File: src/design/glyph_scale_and_round_top_assert.svh
// ----------------------------------------------------------------------------
// Glyph scaler assertion macros
// Shared macros for the concurrent checks in the glyph scaler emitter.
// ----------------------------------------------------------------------------
`ifndef GLYPH_SCALE_AND_ROUND_TOP_ASSERT_SVH
`define GLYPH_SCALE_AND_ROUND_TOP_ASSERT_SVH

// Check that is ignored while reset is asserted.
`define GSR_ASSERT_RUN(lbl, prop, msg) \
    lbl: assert property (@(posedge clk) disable iff (!rst_n) prop) else $error(msg);

// Check that also holds while reset is asserted.
`define GSR_ASSERT_ALWAYS(lbl, prop, msg) \
    lbl: assert property (@(posedge clk) prop) else $error(msg);

`endif

File: src/design/gsr_pkg.sv
// ----------------------------------------------------------------------------
// Glyph scaler package
// Widths, sub-row codes and the row job handed from control to the emitter.
// ----------------------------------------------------------------------------
`timescale 1ns / 1ps

package gsr_pkg;

    localparam int PIX_W           = 6;
    localparam int OUT_W           = 24;
    localparam int IDX_W           = 4;
    localparam int SUB_W           = 2;
    localparam int GLYPH_ROWS_DEF  = 10;

    // Which of the three output rows of a source row is produced.
    typedef enum logic [SUB_W-1:0] {
        SUB_TOP = 2'd0,
        SUB_MID = 2'd1,
        SUB_BOT = 2'd2
    } sub_t;

    // One emission job: the held row with its neighbors and, when the new
    // row closes the glyph, that row as a second source row.
    typedef struct packed {
        logic [PIX_W-1:0] above;
        logic [PIX_W-1:0] cur;
        logic [PIX_W-1:0] below;
        logic [IDX_W-1:0] idx;
        logic             two_rows;
    } job_t;

endpackage

File: src/design/gsr_if.sv
// ----------------------------------------------------------------------------
// Glyph scaler channel interfaces
// Valid/ready channels for glyph rows, scaled rows and the mode register.
// ----------------------------------------------------------------------------
`timescale 1ns / 1ps

interface gsr_row_if;
    logic                      valid;
    logic                      ready;
    logic [gsr_pkg::PIX_W-1:0] row_pixels;
    logic                      glyph_start;

    modport source (output valid, output row_pixels, output glyph_start, input ready);
    modport sink   (input valid, input row_pixels, input glyph_start, output ready);
endinterface

interface gsr_res_if;
    logic                      valid;
    logic                      ready;
    logic [gsr_pkg::OUT_W-1:0] out_pixels;
    logic [gsr_pkg::SUB_W-1:0] sub_row;
    logic [gsr_pkg::IDX_W-1:0] source_row;
    logic                      run_last;
    logic                      glyph_last;

    modport source (output valid, output out_pixels, output sub_row, output source_row,
                    output run_last, output glyph_last, input ready);
    modport sink   (input valid, input out_pixels, input sub_row, input source_row,
                    input run_last, input glyph_last, output ready);
endinterface

interface gsr_cfg_if;
    logic valid;
    logic ready;
    logic graphics_mode;

    modport source (output valid, output graphics_mode, input ready);
    modport sink   (input valid, input graphics_mode, output ready);
endinterface

File: src/design/gsr_row_ctrl.sv
// ----------------------------------------------------------------------------
// Glyph scaler row control
// Holds one row of delay and the row above it, counts rows within the glyph
// and forms the emission job for each incoming row.
// ----------------------------------------------------------------------------
`timescale 1ns / 1ps

module gsr_row_ctrl #(
    parameter int GLYPH_ROWS = gsr_pkg::GLYPH_ROWS_DEF
) (
    input  logic                clk,
    input  logic                rst_n,
    gsr_row_if.sink             glyph_row,
    input  logic                job_ready,
    output gsr_pkg::job_t       job,
    output logic                job_load
);

    localparam logic [gsr_pkg::IDX_W-1:0] LAST_IDX = gsr_pkg::IDX_W'(GLYPH_ROWS - 1);

    logic [gsr_pkg::PIX_W-1:0] held_row_reg;
    logic [gsr_pkg::PIX_W-1:0] above_reg;
    logic [gsr_pkg::IDX_W-1:0] count_reg;
    logic                      held_valid_reg;

    logic                      accept;
    logic                      new_glyph;
    logic [gsr_pkg::IDX_W-1:0] next_idx;
    logic                      closes_glyph;

    // A row is taken whenever the emitter can queue its job.
    assign glyph_row.ready = job_ready;
    assign accept          = glyph_row.valid && glyph_row.ready;

    // A marked start, or nothing held, begins a new glyph without output.
    assign new_glyph    = glyph_row.glyph_start || !held_valid_reg;
    assign next_idx     = count_reg + gsr_pkg::IDX_W'(1);
    assign closes_glyph = (next_idx == LAST_IDX);

    // Job for the held row; the glyph's last row rides along as a second row.
    always_comb
    begin
        job.above    = above_reg;
        job.cur      = held_row_reg;
        job.below    = glyph_row.row_pixels;
        job.idx      = count_reg;
        job.two_rows = closes_glyph;
        job_load     = accept && !new_glyph;
    end

    // Row delay line and row counter.
    always_ff @(posedge clk or negedge rst_n)
    begin
        if (!rst_n)
        begin
            held_row_reg   <= '0;
            above_reg      <= '0;
            count_reg      <= '0;
            held_valid_reg <= 1'b0;
        end
        else if (accept)
        begin
            if (new_glyph)
            begin
                held_row_reg   <= glyph_row.row_pixels;
                above_reg      <= '0;
                count_reg      <= '0;
                held_valid_reg <= 1'b1;
            end
            else if (closes_glyph)
            begin
                held_row_reg   <= '0;
                above_reg      <= '0;
                count_reg      <= '0;
                held_valid_reg <= 1'b0;
            end
            else
            begin
                above_reg    <= held_row_reg;
                held_row_reg <= glyph_row.row_pixels;
                count_reg    <= next_idx;
            end
        end
    end

endmodule

File: src/design/gsr_emitter.sv
// ----------------------------------------------------------------------------
// Glyph scaler row emitter
// Steps through the three output rows of each queued source row and, unless
// stalled, scales and rounds one row per cycle into the result register.
// ----------------------------------------------------------------------------
`timescale 1ns / 1ps

`include "glyph_scale_and_round_top_assert.svh"

module gsr_emitter (
    input  logic           clk,
    input  logic           rst_n,
    input  logic           graphics_mode,
    input  gsr_pkg::job_t  job,
    input  logic           job_load,
    output logic           job_ready,
    gsr_res_if.source      scaled_row
);

    // Scale one source row to 24 columns, rounding inner corners of blanks.
    function automatic logic [gsr_pkg::OUT_W-1:0] scale_row(
        input logic [gsr_pkg::PIX_W-1:0] above,
        input logic [gsr_pkg::PIX_W-1:0] cur,
        input logic [gsr_pkg::PIX_W-1:0] below,
        input gsr_pkg::sub_t             sub,
        input logic                      gm
    );
        logic [gsr_pkg::OUT_W-1:0]   acc;
        logic [gsr_pkg::PIX_W+1:0]   ext;
        logic [gsr_pkg::PIX_W-1:0]   nb;
        logic                        round;
        acc = '0;
        ext = {1'b0, cur, 1'b0};
        nb  = (sub == gsr_pkg::SUB_TOP) ? above : below;
        for (int p = 0; p < gsr_pkg::PIX_W; p++)
        begin
            if (cur[p])
            begin
                acc[4*p +: 4] = 4'hF;
            end
            else
            begin
                round          = !gm && (sub != gsr_pkg::SUB_MID) && nb[p];
                acc[4*p + 3]   = round && ext[p + 2];
                acc[4*p]       = round && ext[p];
            end
        end
        return acc;
    endfunction

    gsr_pkg::job_t             job_reg;
    logic                      busy_reg;
    gsr_pkg::sub_t             sub_reg;
    logic                      phase_reg;

    logic                      out_valid_reg;
    logic [gsr_pkg::OUT_W-1:0] out_pixels_reg;
    gsr_pkg::sub_t             out_sub_reg;
    logic [gsr_pkg::IDX_W-1:0] out_idx_reg;
    logic                      run_last_reg;
    logic                      glyph_last_reg;

    logic                      out_load;
    logic                      final_step;
    logic [gsr_pkg::PIX_W-1:0] sel_above;
    logic [gsr_pkg::PIX_W-1:0] sel_cur;
    logic [gsr_pkg::PIX_W-1:0] sel_below;
    logic [gsr_pkg::IDX_W-1:0] sel_idx;
    gsr_pkg::sub_t             sub_next;
    logic                      phase_next;

    // The result register refills when it is empty or being drained.
    assign out_load   = busy_reg && (!out_valid_reg || scaled_row.ready);
    assign final_step = (sub_reg == gsr_pkg::SUB_BOT) && (phase_reg || !job_reg.two_rows);
    assign job_ready  = !busy_reg || (out_load && final_step);

    // Second phase moves the window down one row, with blank below the glyph.
    always_comb
    begin
        if (phase_reg)
        begin
            sel_above = job_reg.cur;
            sel_cur   = job_reg.below;
            sel_below = '0;
            sel_idx   = job_reg.idx + gsr_pkg::IDX_W'(1);
        end
        else
        begin
            sel_above = job_reg.above;
            sel_cur   = job_reg.cur;
            sel_below = job_reg.below;
            sel_idx   = job_reg.idx;
        end
    end

    // Sub-row sequencing within the job.
    always_comb
    begin
        phase_next = phase_reg;
        unique case (sub_reg)
            gsr_pkg::SUB_TOP: sub_next = gsr_pkg::SUB_MID;
            gsr_pkg::SUB_MID: sub_next = gsr_pkg::SUB_BOT;
            gsr_pkg::SUB_BOT:
            begin
                sub_next   = gsr_pkg::SUB_TOP;
                phase_next = 1'b1;
            end
            default:          sub_next = gsr_pkg::SUB_TOP;
        endcase
    end

    // Job control and result valid.
    always_ff @(posedge clk or negedge rst_n)
    begin
        if (!rst_n)
        begin
            busy_reg      <= 1'b0;
            sub_reg       <= gsr_pkg::SUB_TOP;
            phase_reg     <= 1'b0;
            out_valid_reg <= 1'b0;
        end
        else
        begin
            if (job_load)
            begin
                busy_reg  <= 1'b1;
                sub_reg   <= gsr_pkg::SUB_TOP;
                phase_reg <= 1'b0;
            end
            else if (out_load)
            begin
                if (final_step)
                begin
                    busy_reg <= 1'b0;
                end
                sub_reg   <= sub_next;
                phase_reg <= phase_next;
            end

            if (out_load)
            begin
                out_valid_reg <= 1'b1;
            end
            else if (scaled_row.ready)
            begin
                out_valid_reg <= 1'b0;
            end
        end
    end

    // Job payload and result payload.
    always_ff @(posedge clk)
    begin
        if (job_load)
        begin
            job_reg <= job;
        end
        if (out_load)
        begin
            out_pixels_reg <= scale_row(sel_above, sel_cur, sel_below, sub_reg, graphics_mode);
            out_sub_reg    <= sub_reg;
            out_idx_reg    <= sel_idx;
            run_last_reg   <= final_step;
            glyph_last_reg <= phase_reg && (sub_reg == gsr_pkg::SUB_BOT);
        end
    end

    assign scaled_row.valid      = out_valid_reg;
    assign scaled_row.out_pixels = out_pixels_reg;
    assign scaled_row.sub_row    = out_sub_reg;
    assign scaled_row.source_row = out_idx_reg;
    assign scaled_row.run_last   = run_last_reg;
    assign scaled_row.glyph_last = glyph_last_reg;

    `GSR_ASSERT_RUN(a_job_slot_free, job_load |-> job_ready, "job loaded while emitter busy")
    `GSR_ASSERT_RUN(a_glyph_last_bottom, out_valid_reg && glyph_last_reg |-> run_last_reg && out_sub_reg == gsr_pkg::SUB_BOT, "glyph end not on final bottom row")
    `GSR_ASSERT_RUN(a_job_done, out_load && final_step && !job_load |=> !busy_reg, "emitter still busy after final row")
    `GSR_ASSERT_ALWAYS(a_reset_idle, !rst_n |-> !busy_reg && !out_valid_reg, "emitter active in reset")

endmodule

File: src/design/glyph_scale_and_round_top.sv
// ----------------------------------------------------------------------------
// Glyph scale and round
// Scales 6-pixel glyph rows into 24-pixel rows, three output rows each, with
// optional corner rounding.
// ----------------------------------------------------------------------------
// Each glyph row is held for one row time so that the row below is known;
// the held row is then emitted as three 24-bit rows, one per cycle while
// the output is not stalled, from a result register that the output
// handshake drains. The next row is taken in the same cycle as the previous
// row's last output row is loaded, so the one-row-per-cycle emitter paces
// the input. A glyph's first row produces nothing; its last row also flushes
// itself, 6 output rows in all. graphics_mode is to be written only while
// the block is idle (the block does not enforce this) and turns rounding off.
`timescale 1ns / 1ps

module glyph_scale_and_round_top #(
    parameter int GLYPH_ROWS = gsr_pkg::GLYPH_ROWS_DEF
) (
    input  logic       clk,
    input  logic       rst_n,
    gsr_cfg_if.sink    cfg,
    gsr_row_if.sink    glyph_row,
    gsr_res_if.source  scaled_row
);

    gsr_pkg::job_t job;
    logic          job_load;
    logic          job_ready;
    logic          graphics_mode_reg;

    // Mode register; every configuration transfer is taken at once.
    assign cfg.ready = 1'b1;

    always_ff @(posedge clk or negedge rst_n)
    begin
        if (!rst_n)
        begin
            graphics_mode_reg <= 1'b0;
        end
        else if (cfg.valid)
        begin
            graphics_mode_reg <= cfg.graphics_mode;
        end
    end

    // Row delay and job formation.
    gsr_row_ctrl #(
        .GLYPH_ROWS (GLYPH_ROWS)
    ) u_row_ctrl (
        .clk       (clk),
        .rst_n     (rst_n),
        .glyph_row (glyph_row),
        .job_ready (job_ready),
        .job       (job),
        .job_load  (job_load)
    );

    // Scaling, rounding and result register.
    gsr_emitter u_emitter (
        .clk           (clk),
        .rst_n         (rst_n),
        .graphics_mode (graphics_mode_reg),
        .job           (job),
        .job_load      (job_load),
        .job_ready     (job_ready),
        .scaled_row    (scaled_row)
    );

endmodule
File: src/flat_wrapper.sv
// flat-port wrapper written by rule: the top's interface ports become plain ports
module glyph_scale_and_round_top_flat 
#(
    parameter int GLYPH_ROWS = gsr_pkg::GLYPH_ROWS_DEF
)
  (clk, rst_n, cfg_valid, cfg_graphics_mode, cfg_ready, glyph_row_valid, glyph_row_row_pixels, glyph_row_glyph_start, glyph_row_ready, scaled_row_valid, scaled_row_out_pixels, scaled_row_sub_row, scaled_row_source_row, scaled_row_run_last, scaled_row_glyph_last, scaled_row_ready);
  gsr_cfg_if cfg_i ();
  gsr_row_if glyph_row_i ();
  gsr_res_if scaled_row_i ();
  input  logic clk;
  input  logic rst_n;
  input wire logic [$bits(cfg_i.valid)-1:0] cfg_valid;
  input wire logic [$bits(cfg_i.graphics_mode)-1:0] cfg_graphics_mode;
  output wire logic [$bits(cfg_i.ready)-1:0] cfg_ready;
  input wire logic [$bits(glyph_row_i.valid)-1:0] glyph_row_valid;
  input wire logic [$bits(glyph_row_i.row_pixels)-1:0] glyph_row_row_pixels;
  input wire logic [$bits(glyph_row_i.glyph_start)-1:0] glyph_row_glyph_start;
  output wire logic [$bits(glyph_row_i.ready)-1:0] glyph_row_ready;
  output wire logic [$bits(scaled_row_i.valid)-1:0] scaled_row_valid;
  output wire logic [$bits(scaled_row_i.out_pixels)-1:0] scaled_row_out_pixels;
  output wire logic [$bits(scaled_row_i.sub_row)-1:0] scaled_row_sub_row;
  output wire logic [$bits(scaled_row_i.source_row)-1:0] scaled_row_source_row;
  output wire logic [$bits(scaled_row_i.run_last)-1:0] scaled_row_run_last;
  output wire logic [$bits(scaled_row_i.glyph_last)-1:0] scaled_row_glyph_last;
  input wire logic [$bits(scaled_row_i.ready)-1:0] scaled_row_ready;
  assign cfg_i.valid = cfg_valid;
  assign cfg_i.graphics_mode = cfg_graphics_mode;
  assign cfg_ready = cfg_i.ready;
  assign glyph_row_i.valid = glyph_row_valid;
  assign glyph_row_i.row_pixels = glyph_row_row_pixels;
  assign glyph_row_i.glyph_start = glyph_row_glyph_start;
  assign glyph_row_ready = glyph_row_i.ready;
  assign scaled_row_valid = scaled_row_i.valid;
  assign scaled_row_out_pixels = scaled_row_i.out_pixels;
  assign scaled_row_sub_row = scaled_row_i.sub_row;
  assign scaled_row_source_row = scaled_row_i.source_row;
  assign scaled_row_run_last = scaled_row_i.run_last;
  assign scaled_row_glyph_last = scaled_row_i.glyph_last;
  assign scaled_row_i.ready = scaled_row_ready;
  glyph_scale_and_round_top #(.GLYPH_ROWS(GLYPH_ROWS)) u_core (.clk(clk), .rst_n(rst_n), .cfg(cfg_i), .glyph_row(glyph_row_i), .scaled_row(scaled_row_i));
endmodule
File: config.mk
export PLATFORM = sky130hd
export DESIGN_NAME = glyph_scale_and_round_top_flat
export DESIGN_NICKNAME = d
export VERILOG_FILES = /design/src/design/gsr_pkg.sv /design/src/design/gsr_if.sv /design/src/design/gsr_row_ctrl.sv /design/src/design/gsr_emitter.sv /design/src/design/glyph_scale_and_round_top.sv /design/src/flat_wrapper.sv
export VERILOG_INCLUDE_DIRS = /design/src /design/src/design
export SDC_FILE = /design/constraint.sdc
export NUM_CORES = 1
export LEC_CHECK = 0
export ABC_CLOCK_PERIOD_IN_PS = 1800
export BUFFER_PORTS_ARGS = -buffer_cell sky130_fd_sc_hd__buf_2
export CAP_MARGIN = 20
export CORE_MARGIN = 2
export CORE_UTILIZATION = 39
export CTS_CLUSTER_SIZE = 8
export DETAILED_ROUTE_END_ITERATION = 7
export PLACE_DENSITY = 0.67
export SETUP_SLACK_MARGIN = 0.2
export SYNTH_ARGS = -nofsm -noshare
export SYNTH_HDL_FRONTEND = slang
export SYNTH_SLANG_ARGS = --single-unit
File: constraint.sdc
create_clock -name clk -period 1.8 [get_ports clk]
set_input_delay 0.18 -clock clk [delete_from_list [all_inputs] [get_ports clk]]
set_output_delay 0.18 -clock clk [all_outputs]
set_load 0.01 [all_outputs]
==> results.json <==
{
  "status": "completed",
  "setup_viol": 0,
  "worstHoldPathCells": 1,
  "first_iter_violations": 79,
  "syn_area_mm2": 0.00297,
  "min_path_type": "in -> reg",
  "totalWireLength_mm": 5.87,
  "dieArea_mm2": 0.00832,
  "cap_violations": 0,
  "path_buf_inv": 1,
  "required_ns": 1.99,
  "synth_edf_count": 47,
  "numPortBuffers": 46,
  "cts_tree": "built",
  "end_kind": "register",
  "antenna_found_initial": 0,
  "rows": 31,
  "dr.pass1.iters": 4,
  "crit_fanout": 6,
  "die_h_um": 91.2,
  "clk_latency_ns": 0.34,
  "powerDensity_mw_per_mm2": 1570,
  "yosysTopAreaCell": "edfxtp_1",
  "area_growth_pct": 25.9,
  "core_area_mm2": 0.00729,
  "yosys_warnings": 0,
  "rrSetupSlack_ns": 0.19,
  "initial_core_util_pct": 40.7,
  "crit_type": "reg -> reg",
  "seq_area_frac_synth_pct": 67.0,
  "power_leakage_nw": 1.53,
  "hold_violations": 0,
  "cp_slowest_cell": "or4b_1",
  "syn_nets": 244,
  "finalCritPeriodShare_pct": 89.4,
  "antenna_cells": 0,
  "routedWlPerCell_um": 14.8,
  "syn_inst": 228,
  "cts_root_buf": "clkbuf_8",
  "async_flop_share_pct": 32.9,
  "place_hpwl_mm": 3.88,
  "fin_nets": 308,
  "largest_register_ffs": 23,
  "r2r_end": "u_core.u_emitter.scaled_row.out_pixels[4]",
  "fp.dieW_um": 91.2,
  "worstSetupPathDepth": 4,
  "tightest_slew_ns": 0.552,
  "holdWs_ns": 0.0386,
  "synthTopCellsByArea": "edfxtp_1 (48%), dfrtp_1 (19%), o21ai_0 (3.0%)",
  "path_delay_family": "simple AND/OR/NAND/NOR gates",
  "finalSetupTns_ns": 0,
  "place.gp.congestion": 0.794,
  "timing.slew.headroom_pct": 63.2,
  "synth_area_per_cell_um2": 13.0,
  "worstSetupStartpoint": "u_core.u_emitter.sub_reg[0]",
  "rsz0062_at_grt": "true",
  "min_period_ns": 1.61,
  "crit_path_start_kind": "register",
  "vias": 1960,
  "slew_viol_final": 0,
  "grt-ovfl-total": 0,
  "finalPower_mw": 5.86,
  "max_stage_delay_ns": 0.49,
  "drc": 0,
  "cts_buffers": 9,
  "grt_max_degree": 25,
  "grt_pass1_vias": 1830,
  "htree_levels": 3,
  "ir_drop_mv": 0.627,
  "ff2ff_path_depth": 4,
  "finClkSkew_ns": 0.0125,
  "vias_per_cell": 4.95,
  "r2r-start": "u_core.u_emitter.sub_reg[0]",
  "drive_gt1_share_pct": 36.4,
  "synth_flop_cell": "edfxtp_1",
  "crit_path_end": "u_core.u_emitter.scaled_row.out_pixels[4]",
  "synth_top_area_share_pct": 47.6,
  "fmax_mhz": 621,
  "numClockSinks": 70,
  "path_clk_slew_ns": 0.07,
  "synth_cell_types": 46,
  "synth_seq_cells": 70,
  "grt_pass1_wl_mm": 8.85,
  "drtAntennaViolNets": 0,
  "cts_buffer_depth": 2,
  "grt_util_all_layers_pct": 13.5,
  "crit_path_cell_trace": "buf_6 -> or4b_1 -> a221o_1 -> o21ai_1",
  "io_pins": 48,
  "critical_path_arrival_ns": 1.80
}
## layer usage
metal | GRT usage, % | wire, µm
met1 | 16.0 | 2540
met5 | 0 | 0
met3 | 2.82 | 195
met4 | 7.70 | 177
met2 | 22.7 | 2960
## worst min-delay path by stage
| stage | endpoint | startpoint | slack, ns |
|---|---|---|---|
| after CTS | u_core.u_emitter.job_reg[8] | glyph_row_row_pixels[3] | 0.03 |
| after detailed placement | u_core.u_emitter.busy_reg | rst_n | 0.19 |
| final | u_core.u_emitter.job_reg[8] | glyph_row_row_pixels[3] | 0.04 |
| after floorplan | u_core.graphics_mode_reg | rst_n | -0.12 |
| after global placement | u_core.u_emitter.scaled_row.valid | rst_n | 0.19 |
| after global routing | u_core.u_emitter.job_reg[8] | glyph_row_row_pixels[3] | 0.03 |
## worst register-to-register path: cells and delay by family, from the launching register on
family	cells	cell delay, ns
compound gates	2	0.45
simple gates	1	0.49
buf+inv	1	0.14
flops	1	0.39
## cells by family (layout without fill, tap and decap cells)
family	Yosys count	in the layout	synth area share (%)
xor gates and xnor gates	4	4	1.18
muxes	8	8	2.83
DFF	70	70	67.0
buffers and inverters	31	99	5.52
other	1	1	0.126
and+or+nand+nor	55	56	9.57
AOI/OAI and AO/OA	56	56	12.5
adders and majority gates	3	3	1.27
## cells in the mapped netlist (2+ instances only)
cell type  count
a21o_1         3
a21oi_1       11
a22oi_1        4
a32o_1         8
a41oi_1        2
and2_1         2
buf_2          4
buf_4          9
clkbuf_1       3
dfrtp_1       23
edfxtp_1      47
ha_1           3
inv_1         11
inv_2          2
mux2_2         3
mux2i_1        5
nand2_1       18
nand2b_1       5
nand3_1        7
nor2_1         7
nor2b_1        5
o21ai_0       18
o21ai_1        2
o22ai_1        2
xnor2_1        3
## where the power goes
group          internal, mW  switching (mW)  leakage (nW)
Sequential             2.37           0.274         0.729
Clock                 0.535           0.527        0.0844
Combinational         0.997            1.15         0.718
Total                  3.90            1.95          1.53
## cells in the final DEF, fill, tap and decap left out, drive strengths merged, types with 2 or more instances in the layout
| cell type | netlist | final |
|---|---|---|
| ha | 3 | 3 |
| nor2 | 7 | 7 |
| o22ai | 2 | 2 |
| dfrtp | 23 | 23 |
| clkinv | 0 | 2 |
| clkbuf | 4 | 15 |
| xnor2 | 3 | 3 |
| a41oi | 2 | 2 |
| a21o | 3 | 3 |
| mux2 | 3 | 3 |
| a32o | 8 | 8 |
| mux2i | 5 | 5 |
| buf | 14 | 68 |
| a21oi | 11 | 11 |
| a22oi | 4 | 4 |
| and2 | 2 | 3 |
| o21ai | 20 | 20 |
| edfxtp | 47 | 47 |
| nand2 | 19 | 19 |
| inv | 13 | 13 |
| nor2b | 5 | 5 |
| nand3 | 7 | 7 |
| nand2b | 5 | 5 |
## cell type report
type / instances / area (µm²)
fillers: 639 / 3560
repair buffers: 70 / 474
well taps: 99 / 124
clock inverters: 2 / 10.0
flip-flops and latches: 70 / 1990
inverters: 13 / 51.3
multi-input cells: 128 / 932
clock buffers: 14 / 153
## what timing repair did
action,in CTS,in global routing
gates cloned,0,3
gates resized for setup,9,27
hold buffers,1,0
setup buffers,2,4
endpoints found under the hold margin,23,0
pin swaps,2,3
setup endpoints to repair,17,43
## stage by stage
| stage | instance area (µm²) | util, % | worst slack, ns | instances |
|---|---|---|---|---|
| detailed placement | 3360 | 46.0 | 0.120 | 370 |
| CTS | 3560 | 48.9 | 0.192 | 389 |
| finish | 3730 | 51.2 | 0.191 | 396 |
| global placement | 3360 | 46.0 | 0.156 | 370 |
| global route | 3730 | 51.2 | 0.140 | 396 |
| floorplan | 2990 | - | 0.209 | 228 |
Note: power is estimated with default switching activity, not from simulation.
